### src/fnvde_pkg.sv
// Package for the FNV-1a digest expander: hash constants, the hash type and
// the operand struct that drives the shared step unit. No dependencies.
package fnvde_pkg;

    typedef logic [31:0] t_hash;

    localparam t_hash       FNV_BASIS = 32'd2166136261;
    localparam t_hash       FNV_PRIME = 32'd16777619;
    localparam logic [10:0] MIX_MUL   = 11'd31;
    localparam logic [10:0] MIX_ADD   = 11'd17;

    // step: ((hash ^ pre) * prime) ^ post
    typedef struct packed {
        logic [7:0] pre;
        t_hash      post;
    } t_step_op;

endpackage

### src/fnvde_if.sv
// Valid/ready channel interfaces for the message words and the digest words.
// Depends on nothing.
interface fnvde_in_if;
    logic       valid;
    logic       ready;
    logic [7:0] data_byte;
    logic       has_byte;
    logic       last;

    modport source (output valid, output data_byte, output has_byte, output last,
                    input ready);
    modport sink   (input valid, input data_byte, input has_byte, input last,
                    output ready);
endinterface

interface fnvde_out_if;
    logic       valid;
    logic       ready;
    logic [7:0] digest_byte;
    logic [5:0] digest_index;
    logic       digest_last;

    modport source (output valid, output digest_byte, output digest_index,
                    output digest_last, input ready);
    modport sink   (input valid, input digest_byte, input digest_index,
                     input digest_last, output ready);
endinterface

### src/fnvde_step_unit.sv
// Shared hash step unit: one 32x32 multiply by the FNV prime, framed by xors.
// Depends on fnvde_pkg.
module fnvde_step_unit (
    input  fnvde_pkg::t_hash    i_hash,
    input  fnvde_pkg::t_step_op i_op,
    output fnvde_pkg::t_hash    o_hash
);

    fnvde_pkg::t_hash w_mix;
    fnvde_pkg::t_hash w_prod;

    assign w_mix  = i_hash ^ {24'd0, i_op.pre};
    assign w_prod = w_mix * fnvde_pkg::FNV_PRIME;
    assign o_hash = w_prod ^ i_op.post;

endmodule

### src/fnv1a_digest_expander.sv
// Top level of the FNV-1a digest expander: sequencer, hash register, output word.
// Depends on fnvde_pkg, fnvde_if and fnvde_step_unit.

// Message words are taken one per clock while the block is absorbing; each
// word with has_byte set folds its byte into the 32-bit hash through the shared
// multiply unit in that same cycle. A word marked last starts a digest run of
// DIGEST_BYTES output words, one per clock while the sink is ready; the same
// multiply unit advances the hash after each word but the last, and no message
// word is taken until the run's final word is accepted. The hash returns to the
// offset basis after every run.
module fnv1a_digest_expander #(
    parameter int DIGEST_BYTES = 32
) (
    input  logic               i_clk,
    input  logic               i_rst_n,
    fnvde_in_if.sink           i_in,
    fnvde_out_if.source        o_out
);

    localparam int           KW     = (DIGEST_BYTES > 4) ? $clog2(DIGEST_BYTES) : 2;
    localparam logic [KW-1:0] K_LAST = KW'(DIGEST_BYTES - 1);

    localparam logic ST_ABSORB = 1'b0;
    localparam logic ST_EMIT   = 1'b1;

    logic                r_state, n_state;
    logic [KW-1:0]       r_k, n_k;
    fnvde_pkg::t_hash    r_hash, n_hash;

    fnvde_pkg::t_step_op w_op;
    fnvde_pkg::t_hash    w_step;
    logic [10:0]         w_mix;
    logic                w_in_acc;
    logic                w_out_acc;

    fnvde_step_unit u_step (
        .i_hash (r_hash),
        .i_op   (w_op),
        .o_hash (w_step)
    );

    assign w_in_acc  = i_in.valid && i_in.ready;
    assign w_out_acc = o_out.valid && o_out.ready;
    assign w_mix     = 11'(r_k) * fnvde_pkg::MIX_MUL + fnvde_pkg::MIX_ADD;

    assign i_in.ready         = (r_state == ST_ABSORB);
    assign o_out.valid        = (r_state == ST_EMIT);
    assign o_out.digest_index = 6'(r_k);
    assign o_out.digest_last  = (r_k == K_LAST);

    always_comb begin
        case (r_k[1:0])
            2'd0:    o_out.digest_byte = r_hash[7:0];
            2'd1:    o_out.digest_byte = r_hash[15:8];
            2'd2:    o_out.digest_byte = r_hash[23:16];
            default: o_out.digest_byte = r_hash[31:24];
        endcase
    end

    always_comb begin
        if (r_state == ST_ABSORB) begin
            w_op.pre  = i_in.data_byte;
            w_op.post = '0;
        end else begin
            w_op.pre  = '0;
            w_op.post = 32'(w_mix);
        end
    end

    always_comb begin
        n_state = r_state;
        n_k     = r_k;
        n_hash  = r_hash;
        case (r_state)
            ST_ABSORB: begin
                if (w_in_acc) begin
                    if (i_in.has_byte) begin
                        n_hash = w_step;
                    end
                    if (i_in.last) begin
                        n_state = ST_EMIT;
                        n_k     = '0;
                    end
                end
            end
            ST_EMIT: begin
                if (w_out_acc) begin
                    if (r_k == K_LAST) begin
                        n_hash  = fnvde_pkg::FNV_BASIS;
                        n_state = ST_ABSORB;
                    end else begin
                        n_hash = w_step;
                        n_k    = r_k + 1'b1;
                    end
                end
            end
            default: begin
                n_state = ST_ABSORB;
            end
        endcase
    end

    always_ff @(posedge i_clk) begin
        if (!i_rst_n) begin
            r_state <= ST_ABSORB;
            r_k     <= '0;
            r_hash  <= fnvde_pkg::FNV_BASIS;
        end else begin
            r_state <= n_state;
            r_k     <= n_k;
            r_hash  <= n_hash;
        end
    end

    a_no_accept_during_run: assert property (@(posedge i_clk) disable iff (!i_rst_n)
        o_out.valid |-> !i_in.ready)
        else $error("message word taken during digest run");

    a_last_starts_run: assert property (@(posedge i_clk) disable iff (!i_rst_n)
        (w_in_acc && i_in.last) |=> (o_out.valid && o_out.digest_index == 6'd0))
        else $error("digest run did not start at index zero");

    a_index_steps: assert property (@(posedge i_clk) disable iff (!i_rst_n)
        (w_out_acc && !o_out.digest_last) |=>
            (o_out.valid && r_k == $past(r_k) + 1'b1))
        else $error("digest index did not advance by one");

    a_basis_after_run: assert property (@(posedge i_clk) disable iff (!i_rst_n)
        (w_out_acc && o_out.digest_last) |=>
            (r_hash == fnvde_pkg::FNV_BASIS && i_in.ready))
        else $error("hash not back at offset basis after run");

endmodule
### src/flat_wrapper.sv
// flat-port wrapper written by rule: the top's interface ports become plain ports
module fnv1a_digest_expander_flat 
#(
    parameter int DIGEST_BYTES = 32
)
  (i_clk, i_rst_n, i_in_valid, i_in_data_byte, i_in_has_byte, i_in_last, i_in_ready, o_out_valid, o_out_digest_byte, o_out_digest_index, o_out_digest_last, o_out_ready);
  fnvde_in_if i_in_i ();
  fnvde_out_if o_out_i ();
  input  logic i_clk;
  input  logic i_rst_n;
  input wire logic [$bits(i_in_i.valid)-1:0] i_in_valid;
  input wire logic [$bits(i_in_i.data_byte)-1:0] i_in_data_byte;
  input wire logic [$bits(i_in_i.has_byte)-1:0] i_in_has_byte;
  input wire logic [$bits(i_in_i.last)-1:0] i_in_last;
  output wire logic [$bits(i_in_i.ready)-1:0] i_in_ready;
  output wire logic [$bits(o_out_i.valid)-1:0] o_out_valid;
  output wire logic [$bits(o_out_i.digest_byte)-1:0] o_out_digest_byte;
  output wire logic [$bits(o_out_i.digest_index)-1:0] o_out_digest_index;
  output wire logic [$bits(o_out_i.digest_last)-1:0] o_out_digest_last;
  input wire logic [$bits(o_out_i.ready)-1:0] o_out_ready;
  assign i_in_i.valid = i_in_valid;
  assign i_in_i.data_byte = i_in_data_byte;
  assign i_in_i.has_byte = i_in_has_byte;
  assign i_in_i.last = i_in_last;
  assign i_in_ready = i_in_i.ready;
  assign o_out_valid = o_out_i.valid;
  assign o_out_digest_byte = o_out_i.digest_byte;
  assign o_out_digest_index = o_out_i.digest_index;
  assign o_out_digest_last = o_out_i.digest_last;
  assign o_out_i.ready = o_out_ready;
  fnv1a_digest_expander #(.DIGEST_BYTES(DIGEST_BYTES)) u_core (.i_clk(i_clk), .i_rst_n(i_rst_n), .i_in(i_in_i), .o_out(o_out_i));
endmodule
### config.mk
export PLATFORM = sky130hd
export DESIGN_NAME = fnv1a_digest_expander_flat
export DESIGN_NICKNAME = d
export VERILOG_FILES = /design/src/fnvde_pkg.sv /design/src/fnvde_if.sv /design/src/fnvde_step_unit.sv /design/src/fnv1a_digest_expander.sv /design/src/flat_wrapper.sv
export SDC_FILE = /design/constraint.sdc
export NUM_CORES = 1
export LEC_CHECK = 0
export CELL_PAD_IN_SITES_DETAIL_PLACEMENT = 0
export CELL_PAD_IN_SITES_GLOBAL_PLACEMENT = 1
export CORE_ASPECT_RATIO = 2
export CORE_UTILIZATION = 45
export DETAILED_ROUTE_END_ITERATION = 6
export DONT_BUFFER_PORTS = 1
export PLACE_DENSITY = 0.75
export SETUP_SLACK_MARGIN = 0.3
export SLEW_MARGIN = 30
export SYNTH_ARGS = -nofsm -noshare
export SYNTH_HDL_FRONTEND = slang
export SYNTH_SLANG_ARGS = --single-unit
### constraint.sdc
create_clock -name i_clk -period 7.3 [get_ports i_clk]
set_clock_uncertainty 0.15 [all_clocks]
set_input_delay 1.825 -clock i_clk [delete_from_list [all_inputs] [get_ports i_clk]]
set_output_delay 1.825 -clock i_clk [all_outputs]
set_load 0.1 [all_outputs]
==> results of run 1 <==
[logic make-up after synthesis]
kind of cell | Yosys count
compound gates | 137
flops | 38
xor+xnor | 57
fa+ha+maj | 294
simple gates | 137
buf+inv | 224
mux | 10
other cells | 1
[flip-flops by register name, indices dropped and copies added, names as in the netlist]
| name | count |
|---|---|
| u_core.r_hash | 32 |
| u_core.r_k | 5 |
| u_core.o_out.valid | 1 |
[final cells by class]
cell class | count | area, um2 | area share [%]
Multi-Input combinational cell | 636 | 6810 | 74.0
Inverter | 207 | 777 | 8.43
Sequential cell | 38 | 763 | 8.28
Timing Repair Buffer | 50 | 399 | 4.33
Tap cell | 213 | 267 | 2.89
Clock buffer | 5 | 125 | 1.36
Clock inverter | 3 | 68.8 | 0.747
[cell usage after synthesis (all sizes together), types with 4 or more instances]
library cell / number / area share (%)
a21boi: 4 / 0.37
buf: 4 / 0.51
fa: 82 / 20
mux2i: 10 / 1.2
a31oi: 4 / 0.31
nand2: 49 / 2.2
o21ai: 24 / 1.5
a211o: 6 / 0.64
dfxtp: 38 / 9.3
xnor2: 41 / 4.4
and2: 5 / 0.38
nor2b: 17 / 1.3
a222oi: 8 / 0.98
a22oi: 7 / 0.64
nor3: 9 / 0.55
o21a: 11 / 1.0
nor2: 25 / 1.1
inv: 207 / 9.5
clkbuf: 13 / 0.60
a21o: 6 / 0.55
and3: 4 / 0.31
or3: 4 / 0.31
ha: 212 / 32
o22ai: 6 / 0.46
a21oi: 30 / 2.0
nand3: 12 / 0.73
xor2: 16 / 1.7
[worst max-delay path: stages]
cell and delay [ns]:
nor2b_4 0.15, xnor2_2 0.14, inv_2 0.09, ha_1 0.30, ha_1 0.30, fa_1 0.45, ha_1 0.24, fa_1 0.48
ha_1 0.28, inv_1 0.06, fa_1 0.54, inv_1 0.07, ha_4 0.26, nand4_1 0.16, nor2_1 0.10, a211o_1 0.38
o41a_1 0.51, a221oi_2 0.29, xor2_1 0.18, o22ai_1 0.08
[worst max path at each step]
stage	startpoint	to	slack (ns)	depth (start not counted)
final	i_in_data_byte[7]	u_core.r_hash[29]	0.42	20
after global routing	i_in_data_byte[5]	u_core.r_hash[29]	0.27	19
after CTS	i_in_data_byte[7]	u_core.r_hash[24]	0.33	21
after detailed placement	i_in_data_byte[6]	u_core.r_hash[24]	-0.15	20
after global placement	i_in_data_byte[6]	u_core.r_hash[28]	-0.07	20
after floorplan	i_in_data_byte[7]	u_core.r_hash[24]	0.32	21
[stage by stage]
| stage | worst slack, ns | area [um2] | cells | setup TNS (ns) | hold WS (ns) |
|---|---|---|---|---|---|
| finish | 0.419 | 9210 | 1152 | 0 | 0.401 |
| global route | 0.266 | 9210 | 1152 | 0 | 0.431 |
| CTS | 0.334 | 8950 | 1144 | 0 | 0.396 |
| detailed placement | -0.145 | 8740 | 1136 | -0.729 | 0.374 |
| global placement | -0.0730 | 8730 | 1136 | -0.239 | 0.367 |
| floorplan | 0.318 | 8190 | 898 | 0 | 0.323 |
[placed cells by master, fill, tap and decap left out, types with 5 or more instances in the layout]
| master | count |
|---|---|
| a211o_1 | 5 |
| a21o_1 | 6 |
| a21oi_1 | 26 |
| a222oi_1 | 8 |
| a22oi_1 | 7 |
| buf_4 | 48 |
| clkbuf_16 | 5 |
| dfxtp_1 | 36 |
| fa_1 | 81 |
| ha_1 | 201 |
| ha_4 | 7 |
| inv_1 | 206 |
| mux2i_2 | 8 |
| nand2_1 | 46 |
| nand3_1 | 12 |
| nor2_1 | 25 |
| nor2b_1 | 15 |
| nor3_1 | 9 |
| o21a_1 | 11 |
| o21ai_0 | 24 |
| o22ai_1 | 6 |
| xnor2_1 | 31 |
| xnor2_2 | 9 |
| xor2_1 | 16 |
[layer usage]
metal	wire, um	GRT usage (%)
met5	0	0
met3	982	2.61
met4	1960	18.0
met2	12500	49.2
met1	7260	23.5
[timing repair]
action	4_1_cts	5_1_grt
setup buffers	0	8
gates resized for setup	3	30
pin swaps	0	23
setup endpoints to repair	8	9
==> results.md, run 1 <==
- R2r endpoint: u_core.r_hash[29]
- Post-synth cell types: 59
- R2R Setup Slk: 1.12 ns
- Crit share post-route: 94.3%
- CP max FO: 5
- Final core utilization: 51.8%
- Syn nets: 1206
- TritonCTS clock tree: yes
- Final ANT Viol Nets: 0
- Seq/Total Area, Yosys: 9.31%
- WL/cell: 19.7 um
- Cells on Worst Hold Path: 2
- Largest family of logic cells by synthesized area: adder cells
- CP Data Required Time: 7.30 ns
- IO Pins: 31
- Die area: 18700 um2
- Clk buf depth: 2
- Max Freq: 0.145 GHz
- Startpoint Class: primary input
- FFs w/ async S/R, synth: 0%
- Placed wire-length estimate: 19.2 mm
- Root Buffer: clkbuf_16
- Htree depth: 2
- Outcome: completed
- DRC: 0
- EDFF count, synth: 0
- Avg Inst Size Synth: 9.10 um2
- Std cell rows: 69
- Vias in the first global route: 6787
- Data arrival, critical path: 6.88 ns
- Layout area overhead: 12.7%
- Vias: 6430
- Vias per Instance: 5.58
- DRT Wirelength: 22.7 mm
- Core footprint: 17800 um2
- Clock transition at the registers of the reported paths: 0.07 ns
- Synth Area in Compound Gates: 12.1%
- Final Setup Violations: 0
- Synth Area in Simple Gates: 8.07%
- Worst slew pin tran: 0.866 ns
- Initial antenna violation count: 0
- Layout Nets: 1246
- GRT overflow: 0
- Post-route minimum period: 6.88 ns
- Final Max Tran Viols: 0
- Adder-cell share of the synthesized area: 52.5%
- Clock latency on the worst-skew pair: 0.29 ns
- Final Hold Vio Count: 0
- WS Path Type: primary input to flop
- Count of warnings emitted by yosys: 0
- CTS sink count: 38
- Slew margin rel.: 42.3%
- Antenna diodes: 0
- Fill cells: 1726
- GRT Overall Usage: 24.9%
- Max-Cap Viols: 0
- Min-delay src: u_core.r_hash[7]
- Post-synthesis mux area share: 1.22%
- Pin count of the biggest net entering global routing: 23
- Die Wd: 97.3 um
- Flops & latches, synth: 38
- Cell Area, Synth: 8180 um2
- Die height: 193 um
- Worst Hold Class: flop to flop
- CTS Buf Count: 5
- Post-CTS Hold Buffers: 0
- RD Place Congestion: 0.853
- RSZ-0062 raised after global routing: false
- Starting density of the core: 46.0%
- Gate count of the mapped netlist: 898
- First-pass GRT wire length: 35.2 mm
- Setup crit end kind: flop
- RR Startpoint: u_core.o_out.valid
- Port bufs: 0
- Ys flop type: dfxtp_1
- Drt pass-1 iters: 7
- R2r worst-path depth: 20
- Share of cells above drive strength 1: 11.8%
- DRT iter0 DRCs: 237
- WHS Endpoint: u_core.r_hash[7]
- Synth Area in XOR/XNOR: 6.11%
Power of run 1 is not shown: default switching activity piles up to over one toggle a cycle in this logic, so the estimate is an artifact.
==> inputs of run 2 (changes only) <==
- CORE_ASPECT_RATIO: 2 -> 1.75
- SYNTH_HIERARCHICAL: not set -> 1
==> run 2 against run 1 <==
  * Critical path depth stayed put
  * Sequential cell count stayed put
  * Register-to-register slack better by 0.16 ns
  * Via count is 1.2% higher
  * Clock-buffer cell count stayed put
  * Utilization is 1.9 points higher
  * Global-route usage is 1.4 points lower
  * Wire length is 2.4% lower
  * First-iteration DRC count is 11% lower
  * Synthesized area is 4.4% higher
  * Largest cell class unchanged
==> results.md, run 2 <==
- Seq/Total Area, Yosys: 8.91% (was 9.31%)
- Count of warnings emitted by yosys: 6 (was 0)
- Placed wire-length estimate: 18.1 mm (was 19.2 mm)
- Slew margin rel.: 35.5% (was 42.3%)
- CTS sink count: 38 (unchanged)
- Multi-input gate area: 7580 um2 (was 6810 um2)
- Final Max Tran Viols: 0 (unchanged)
- Outcome: completed (unchanged)
- Fill cells: 1765 (was 1726)
- Cells on Worst Hold Path: 2 (unchanged)
- WL/cell: 17.9 um (was 19.7 um)
- R2R Setup Slk: 1.28 ns (was 1.12 ns)
- Max Freq: 0.145 GHz (about the same)
- WHS Endpoint: u_core/r_hash[30] (was u_core.r_hash[7])
- Vias in the first global route: 6853 (was 6787)
- GRT overflow: 0 (unchanged)
- Final core utilization: 53.8% (was 51.8%)
- Gate count of the mapped netlist: 932 (was 898)
- Die height: 184 um (was 193 um)
- Layout area overhead: 17.0% (was 12.7%)
- DRT Wirelength: 22.2 mm (was 22.7 mm)
- Min-delay src: u_core/r_hash[30] (was u_core.r_hash[7])
- Crit share post-route: 94.8% (was 94.3%)
- Antenna diodes: 0 (unchanged)
- CP Cell Sequence: nor2b_4, xor2_4, ha_1, ha_4, fa_1, ha_2, fa_1, ha_1, inv_1, fa_1, inv_1, ha_2, a211o_2, a311o_1, a2111oi_4, o31ai_2, o41a_1, nand4_1, nor3_2, o21ai_1 (was nor2b_4, xnor2_2, inv_2, ha_1, ha_1, fa_1, ha_1, fa_1, ha_1, inv_1, fa_1, inv_1, ha_4, nand4_1, nor2_1, a211o_1, o41a_1, a221oi_2, xor2_1, o22ai_1)
- RD Place Congestion: 0.856 (was 0.853)
- Drt pass-1 iters: 5 (was 7)
- First-pass GRT wire length: 34.7 mm (was 35.2 mm)
- Met1 usage: 24.6% (was 23.5%)
- Pin count of the biggest net entering global routing: 38 (was 23)
- R2r endpoint: u_core/r_hash[31] (was u_core.r_hash[29])
- Port bufs: 0 (unchanged)
- Max-Cap Viols: 0 (unchanged)
- Post-synth cell types: 58 (was 59)
- Commonest non-fill, non-tap cells in the layout: ha_1, inv_1, fa_1 (was inv_1, ha_1, fa_1)
- Data arrival, critical path: 7.00 ns (was 6.88 ns)
- DRT iter0 DRCs: 212 (was 237)
- WS Path Type: primary input to flop (unchanged)
- Commonest cells post-synth: ha_1, inv_1, fa_1 (unchanged)
- Top delay family on crit path: adder cells (unchanged)
- Vias: 6507 (was 6430)
- Vias per Instance: 5.26 (was 5.58)
- Largest cells by area after synthesis: ha_1, fa_1, dfxtp_1 (was ha_1, fa_1, inv_1)
- Setup crit end kind: flop (unchanged)
- RR Startpoint: u_core/o_out.valid (was u_core.o_out.valid)
- Die Wd: 106 um (was 97.3 um)
- Top-area cell type share of the netlist area: 31.1% (was 32.4%)
- Gr busiest metal: met2 (unchanged)
- Worst Path Buf+Inv: 2 (was 3)
- EDFF count, synth: 0 (unchanged)
- IO Pins: 31 (unchanged)
- Std cell rows: 66 (was 69)
- Core footprint: 18600 um2 (was 17800 um2)
- RSZ-0062 raised after global routing: true (was false)
- Htree depth: 2 (unchanged)
- TritonCTS clock tree: yes (unchanged)
- Largest stage delay on the critical path: 0.49 ns (was 0.54 ns)
- Crit path top cell by count: fa_1 (was ha_1)
- Ys flop type: dfxtp_1 (unchanged)
- Post-CTS Hold Buffers: 0 (unchanged)
- CP max FO: 4 (was 5)
- Worst path slowest cell: a2111oi_4 (was fa_1)
- Avg Inst Size Synth: 9.16 um2 (was 9.10 um2)
- Starting density of the core: 46.0% (about the same)
- Max reg flops: 32 (unchanged)
- Share of cells above drive strength 1: 15.8% (was 11.8%)
- Worst Hold Class: flop to flop (unchanged)
- Met2 usage in global routing: 46.3% (was 49.2%)
- Cell Area, Synth: 8540 um2 (was 8180 um2)
- Crit. path cell count: 20 (unchanged)
- Clock transition at the registers of the reported paths: 0.07 ns (about the same)
- Register area: 762 um2 (was 763 um2)
- Root Buffer: clkbuf_16 (unchanged)
- Die area: 19600 um2 (was 18700 um2)
- CTS Buf Count: 5 (unchanged)
- Initial antenna violation count: 0 (unchanged)
- Met3 Use GR: 1.80% (was 2.61%)
- Flops & latches, synth: 38 (unchanged)
- Startpoint Class: primary input (unchanged)
- DRC: 0 (unchanged)
- GRT Overall Usage: 23.6% (was 24.9%)
- Clk buf depth: 2 (unchanged)
- Final Hold Vio Count: 0 (unchanged)
- Most numerous cell in the Yosys netlist: ha_1 (unchanged)
- Layout Nets: 1305 (was 1246)
- Most common cell after layout, fill and taps aside: ha_1 (was inv_1)
- Worst slew pin tran: 0.962 ns (was 0.866 ns)
- Synth area leader: ha_1 (unchanged)
- Post-route minimum period: 6.92 ns (was 6.88 ns)
- Most flops, register: u_core/r_hash (was u_core.r_hash)
- Final Setup Violations: 0 (unchanged)
- R2r worst-path depth: 20 (unchanged)
- Clock latency on the worst-skew pair: 0.30 ns (was 0.29 ns)
- FFs w/ async S/R, synth: 0% (unchanged)
- CP Data Required Time: 7.39 ns (was 7.30 ns)
- Final ANT Viol Nets: 0 (unchanged)
## run 2: changes by cell type in the layout (fill, tap and decap cells not counted), sizes merged, moves of 10 or more
| cell | delta |
|---|---|
| inv | -22 |
| conb | +21 |
| xor2 | +21 |
| a21boi | +16 |
| nand2 | -16 |
| nand3 | +14 |
| a21o | +10 |
| nor3 | +10 |
## run 2: how the worst max path moves through the flow
stage | from | end
after floorplan | i_in_data_byte[4] | u_core/r_hash[31]
after global placement | i_in_data_byte[5] | u_core/r_hash[24]
after detailed placement | i_in_data_byte[3] | u_core/r_hash[24]
after CTS | i_in_data_byte[1] | u_core/r_hash[31]
after global routing | i_in_data_byte[3] | u_core/r_hash[31]
final | i_in_data_byte[7] | u_core/r_hash[31]
## run 2: layout make-up
class,count,area share [%]
multi-input cells,707,75.9
repair buffers,59,4.55
inverters,186,6.99
flip-flops and latches,38,7.63
well taps,238,2.98
clock buffers,5,1.25
clock inverters,3,0.689
## run 2: through the flow
step | setup TNS (ns) | hold WS [ns] | setup slack [ns] | std cells | cell area, um2
6_report | 0 | 0.362 | 0.382 | 1236 | 9990
4_1_cts | 0 | 0.363 | 0.306 | 1223 | 9570
5_1_grt | 0 | 0.410 | 0.222 | 1236 | 9990
3_3_place_gp | -0.00347 | 0.338 | -0.00347 | 1215 | 9360
2_1_floorplan | 0 | 0.314 | 0.306 | 953 | 8790
3_5_place_dp | -0.0841 | 0.352 | -0.0434 | 1215 | 9370
## run 2: logic make-up after synthesis
family                   Yosys count  synth area share (%)
AO/OA/AOI/OAI                    137                  11.9
multiplexers                       9                  1.06
other                              1                0.0439
flip-flops                        38                  8.91
buffers and inverters            208                  9.35
adder cells (fa/ha/maj)          294                  50.3
AND/OR/NAND/NOR                  157                  9.26
XOR/XNOR                          88                  9.19
## run 2: per-layer routing
metal	share of wire, %	vias up
met1	36	3169
met4	4.5	0
li1	-	3201
met3	2.5	43
met2	57	94
met5	0	-
## run 2: worst min-delay path: cells and delay by family, from the launching register on
kind / cells / cell delay, ns
and+or+nand+nor: 1 / 0.07
AOI/OAI and AO/OA: 1 / 0.05
DFF: 1 / 0.35
## run 2: repair_timing
| item | in CTS | in global routing |
|---|---|---|
| pin swaps | 1 | 57 |
| resized for setup | 1 | 52 |
| buffers inserted | 0 | 13 |
| setup endpoints to repair | 2 | 11 |
Power of run 2 is left out for the same reason.
==> inputs of run 3 (changes only) <==
- SETUP_SLACK_MARGIN: 0.3 -> 0.5
==> run 3 against run 2 <==
  * Wire length grew 0.96%
  * Die area unchanged
  * Via count decreased by 1.2%
  * Non-clock buffer count fell by 17
  * First-iteration DRC count increased by 9.4%
  * Worst hold slack gained 0.011 ns
  * Sequential cell count stayed put
  * Critical endpoint unchanged
  * Largest cell class unchanged
==> results.md, run 3 (synthesis results as in run 2) <==
- Outcome: completed (unchanged)
- IO Pins: 31 (unchanged)
- R2R Setup Slk: 1.26 ns (was 1.28 ns)
- GRT overflow: 0 (unchanged)
- RD Place Congestion: 0.838 (was 0.856)
- Final Hold Vio Count: 0 (unchanged)
- Data arrival, critical path: 6.94 ns (was 7.00 ns)
- R2r endpoint: u_core/r_hash[31] (unchanged)
- DRC: 0 (unchanged)
- Non-filler cells, final: 1219 (was 1236)
- Slew margin rel.: 35.9% (was 35.5%)
- Placed Cells: 1199 (was 1215)
- Post-Route Setup TNS: 0 ns (unchanged)
- Die height: 184 um (unchanged)
- Register area: 762 um2 (unchanged)
- Die Wd: 106 um (unchanged)
- Final Max Tran Viols: 0 (unchanged)
- Share of cells above drive strength 1: 14.5% (was 15.8%)
- Vias per Instance: 5.27 (was 5.26)
- Antenna diodes: 0 (unchanged)
- Pin count of the biggest net entering global routing: 38 (unchanged)
- Most common cell after layout, fill and taps aside: ha_1 (unchanged)
- Most flops, register: u_core/r_hash (unchanged)
- Max-Cap Viols: 0 (unchanged)
- Crit share post-route: 93.8% (was 94.8%)
- Fill cells: 1764 (was 1765)
- Port bufs: 0 (unchanged)
- First-pass GRT wire length: 35.7 mm (was 34.7 mm)
- RR Startpoint: u_core/o_out.valid (unchanged)
- Setup crit end kind: flop (unchanged)
- Layout area overhead: 15.5% (was 17.0%)
- Vias in the first global route: 6876 (was 6853)
- Min-delay src: u_core/r_hash[30] (unchanged)
- GRT Overall Usage: 24.2% (was 23.6%)
- Max reg flops: 32 (unchanged)
- CTS sink count: 38 (unchanged)
- Max Freq: 0.146 GHz (was 0.145 GHz)
- Cells on Worst Hold Path: 2 (unchanged)
- Clock transition at the registers of the reported paths: 0.07 ns (about the same)
- Std cell rows: 66 (unchanged)
- Root Buffer: clkbuf_16 (unchanged)
- Final ANT Viol Nets: 0 (unchanged)
- RSZ-0062 raised after global routing: true (unchanged)
- Multi-input gate area: 7600 um2 (was 7580 um2)
- DRT iter0 DRCs: 232 (was 212)
- Worst Hold Class: flop to flop (unchanged)
- Die area: 19600 um2 (unchanged)
- Commonest non-fill, non-tap cells in the layout: ha_1, inv_1, fa_1 (unchanged)
- Layout Nets: 1288 (was 1305)
- WS Path Type: primary input to flop (unchanged)
- CP max FO: 4 (unchanged)
- Drt pass-1 iters: 7 (was 5)
- WL/cell: 18.4 um (was 17.9 um)
- Starting density of the core: 46.0% (unchanged)
- Core footprint: 18600 um2 (unchanged)
- Htree depth: 2 (unchanged)
- TritonCTS clock tree: yes (unchanged)
- WHS Endpoint: u_core/r_hash[30] (unchanged)
- Worst slew pin tran: 0.955 ns (was 0.962 ns)
- Placed wire-length estimate: 18.4 mm (was 18.1 mm)
- Final Setup Violations: 0 (unchanged)
- CP Data Required Time: 7.39 ns (about the same)
- Initial antenna violation count: 0 (unchanged)
- Clk buf depth: 2 (unchanged)
- Post-route minimum period: 6.85 ns (was 6.92 ns)
- CTS Buf Count: 5 (unchanged)
- R2r worst-path depth: 21 (was 20)
- DRT Wirelength: 22.4 mm (was 22.2 mm)
- Startpoint Class: primary input (unchanged)
- Clock latency on the worst-skew pair: 0.30 ns (about the same)
- Vias: 6430 (was 6507)
[run 3: cell types whose count changed in the layout (fill, tap and decap cells not counted), moves of 2 or more]
| cell | before | now |
|---|---|---|
| buf_4 | 56 | 38 |
| clkinvlp_4 | 0 | 2 |
| a21oi_2 | 0 | 3 |
| nor3_2 | 2 | 0 |
| nor3_1 | 17 | 19 |
| a21oi_1 | 23 | 20 |
[run 3: worst max-delay path by stage]
stage / from / to / slack (ns) / depth (start not counted)
final: i_in_data_byte[6] / u_core/r_hash[31] / 0.45 / 21
after detailed placement: i_in_data_byte[1] / u_core/r_hash[31] / 0.02 / 21
after floorplan: i_in_data_byte[7] / u_core/r_hash[31] / 0.43 / 20
after global routing: i_in_data_byte[7] / u_core/r_hash[31] / 0.28 / 21
after CTS: i_in_data_byte[6] / u_core/r_hash[31] / 0.50 / 21
after global placement: i_in_data_byte[4] / u_core/r_hash[31] / 0.03 / 20
[run 3: area by class of cell]
type	count	area share [%]
multi-input combinational	707	77.1
sequential	38	7.73
inverter	186	7.08
timing repair buffer	42	3.35
tap	238	3.02
clock buffer	5	1.27
clock inverter	3	0.457
[run 3: what timing repair did]
item / CTS / global route
setup buffers: 6 / 6
resized for setup: 9 / 30
hold buffers: 0 / 0
pin swaps: 7 / 37
endpoints found under the setup margin: 3 / 12
[run 3: critical path, cell delays in order]
cell,delay [ns]
nor2b_4,0.16
xor2_4,0.30
ha_4,0.25
ha_1,0.30
fa_1,0.45
ha_2,0.20
fa_1,0.43
ha_1,0.29
inv_1,0.05
fa_1,0.54
inv_1,0.05
ha_2,0.17
a211o_2,0.26
a311o_1,0.39
a2111oi_4,0.36
buf_4,0.19
o31ai_4,0.08
o41a_1,0.37
nand4_1,0.07
nor3_1,0.05
o21ai_1,0.14
[run 3: stage by stage]
stage / area [um2] / setup WS (ns) / hold slack [ns] / utilization, %
floorplan: 8870 / 0.429 / 0.314 / -
global placement: 9330 / 0.0345 / 0.338 / 50.2
detailed placement: 9330 / 0.0222 / 0.351 / 50.2
CTS: 9630 / 0.501 / 0.362 / 51.8
global route: 9860 / 0.284 / 0.401 / 53.1
finish: 9860 / 0.449 / 0.373 / 53.1
[run 3: layer usage]
metal | track usage [%] | vias to the layer above | part of all wire [%]
met5 | 0 | - | 0
met4 | 9.17 | 0 | 3.3
met3 | 1.56 | 34 | 2.2
met2 | 49.1 | 84 | 57
met1 | 25.2 | 3143 | 37
li1 | - | 3169 | -
Power of run 3 is left out for the same reason.
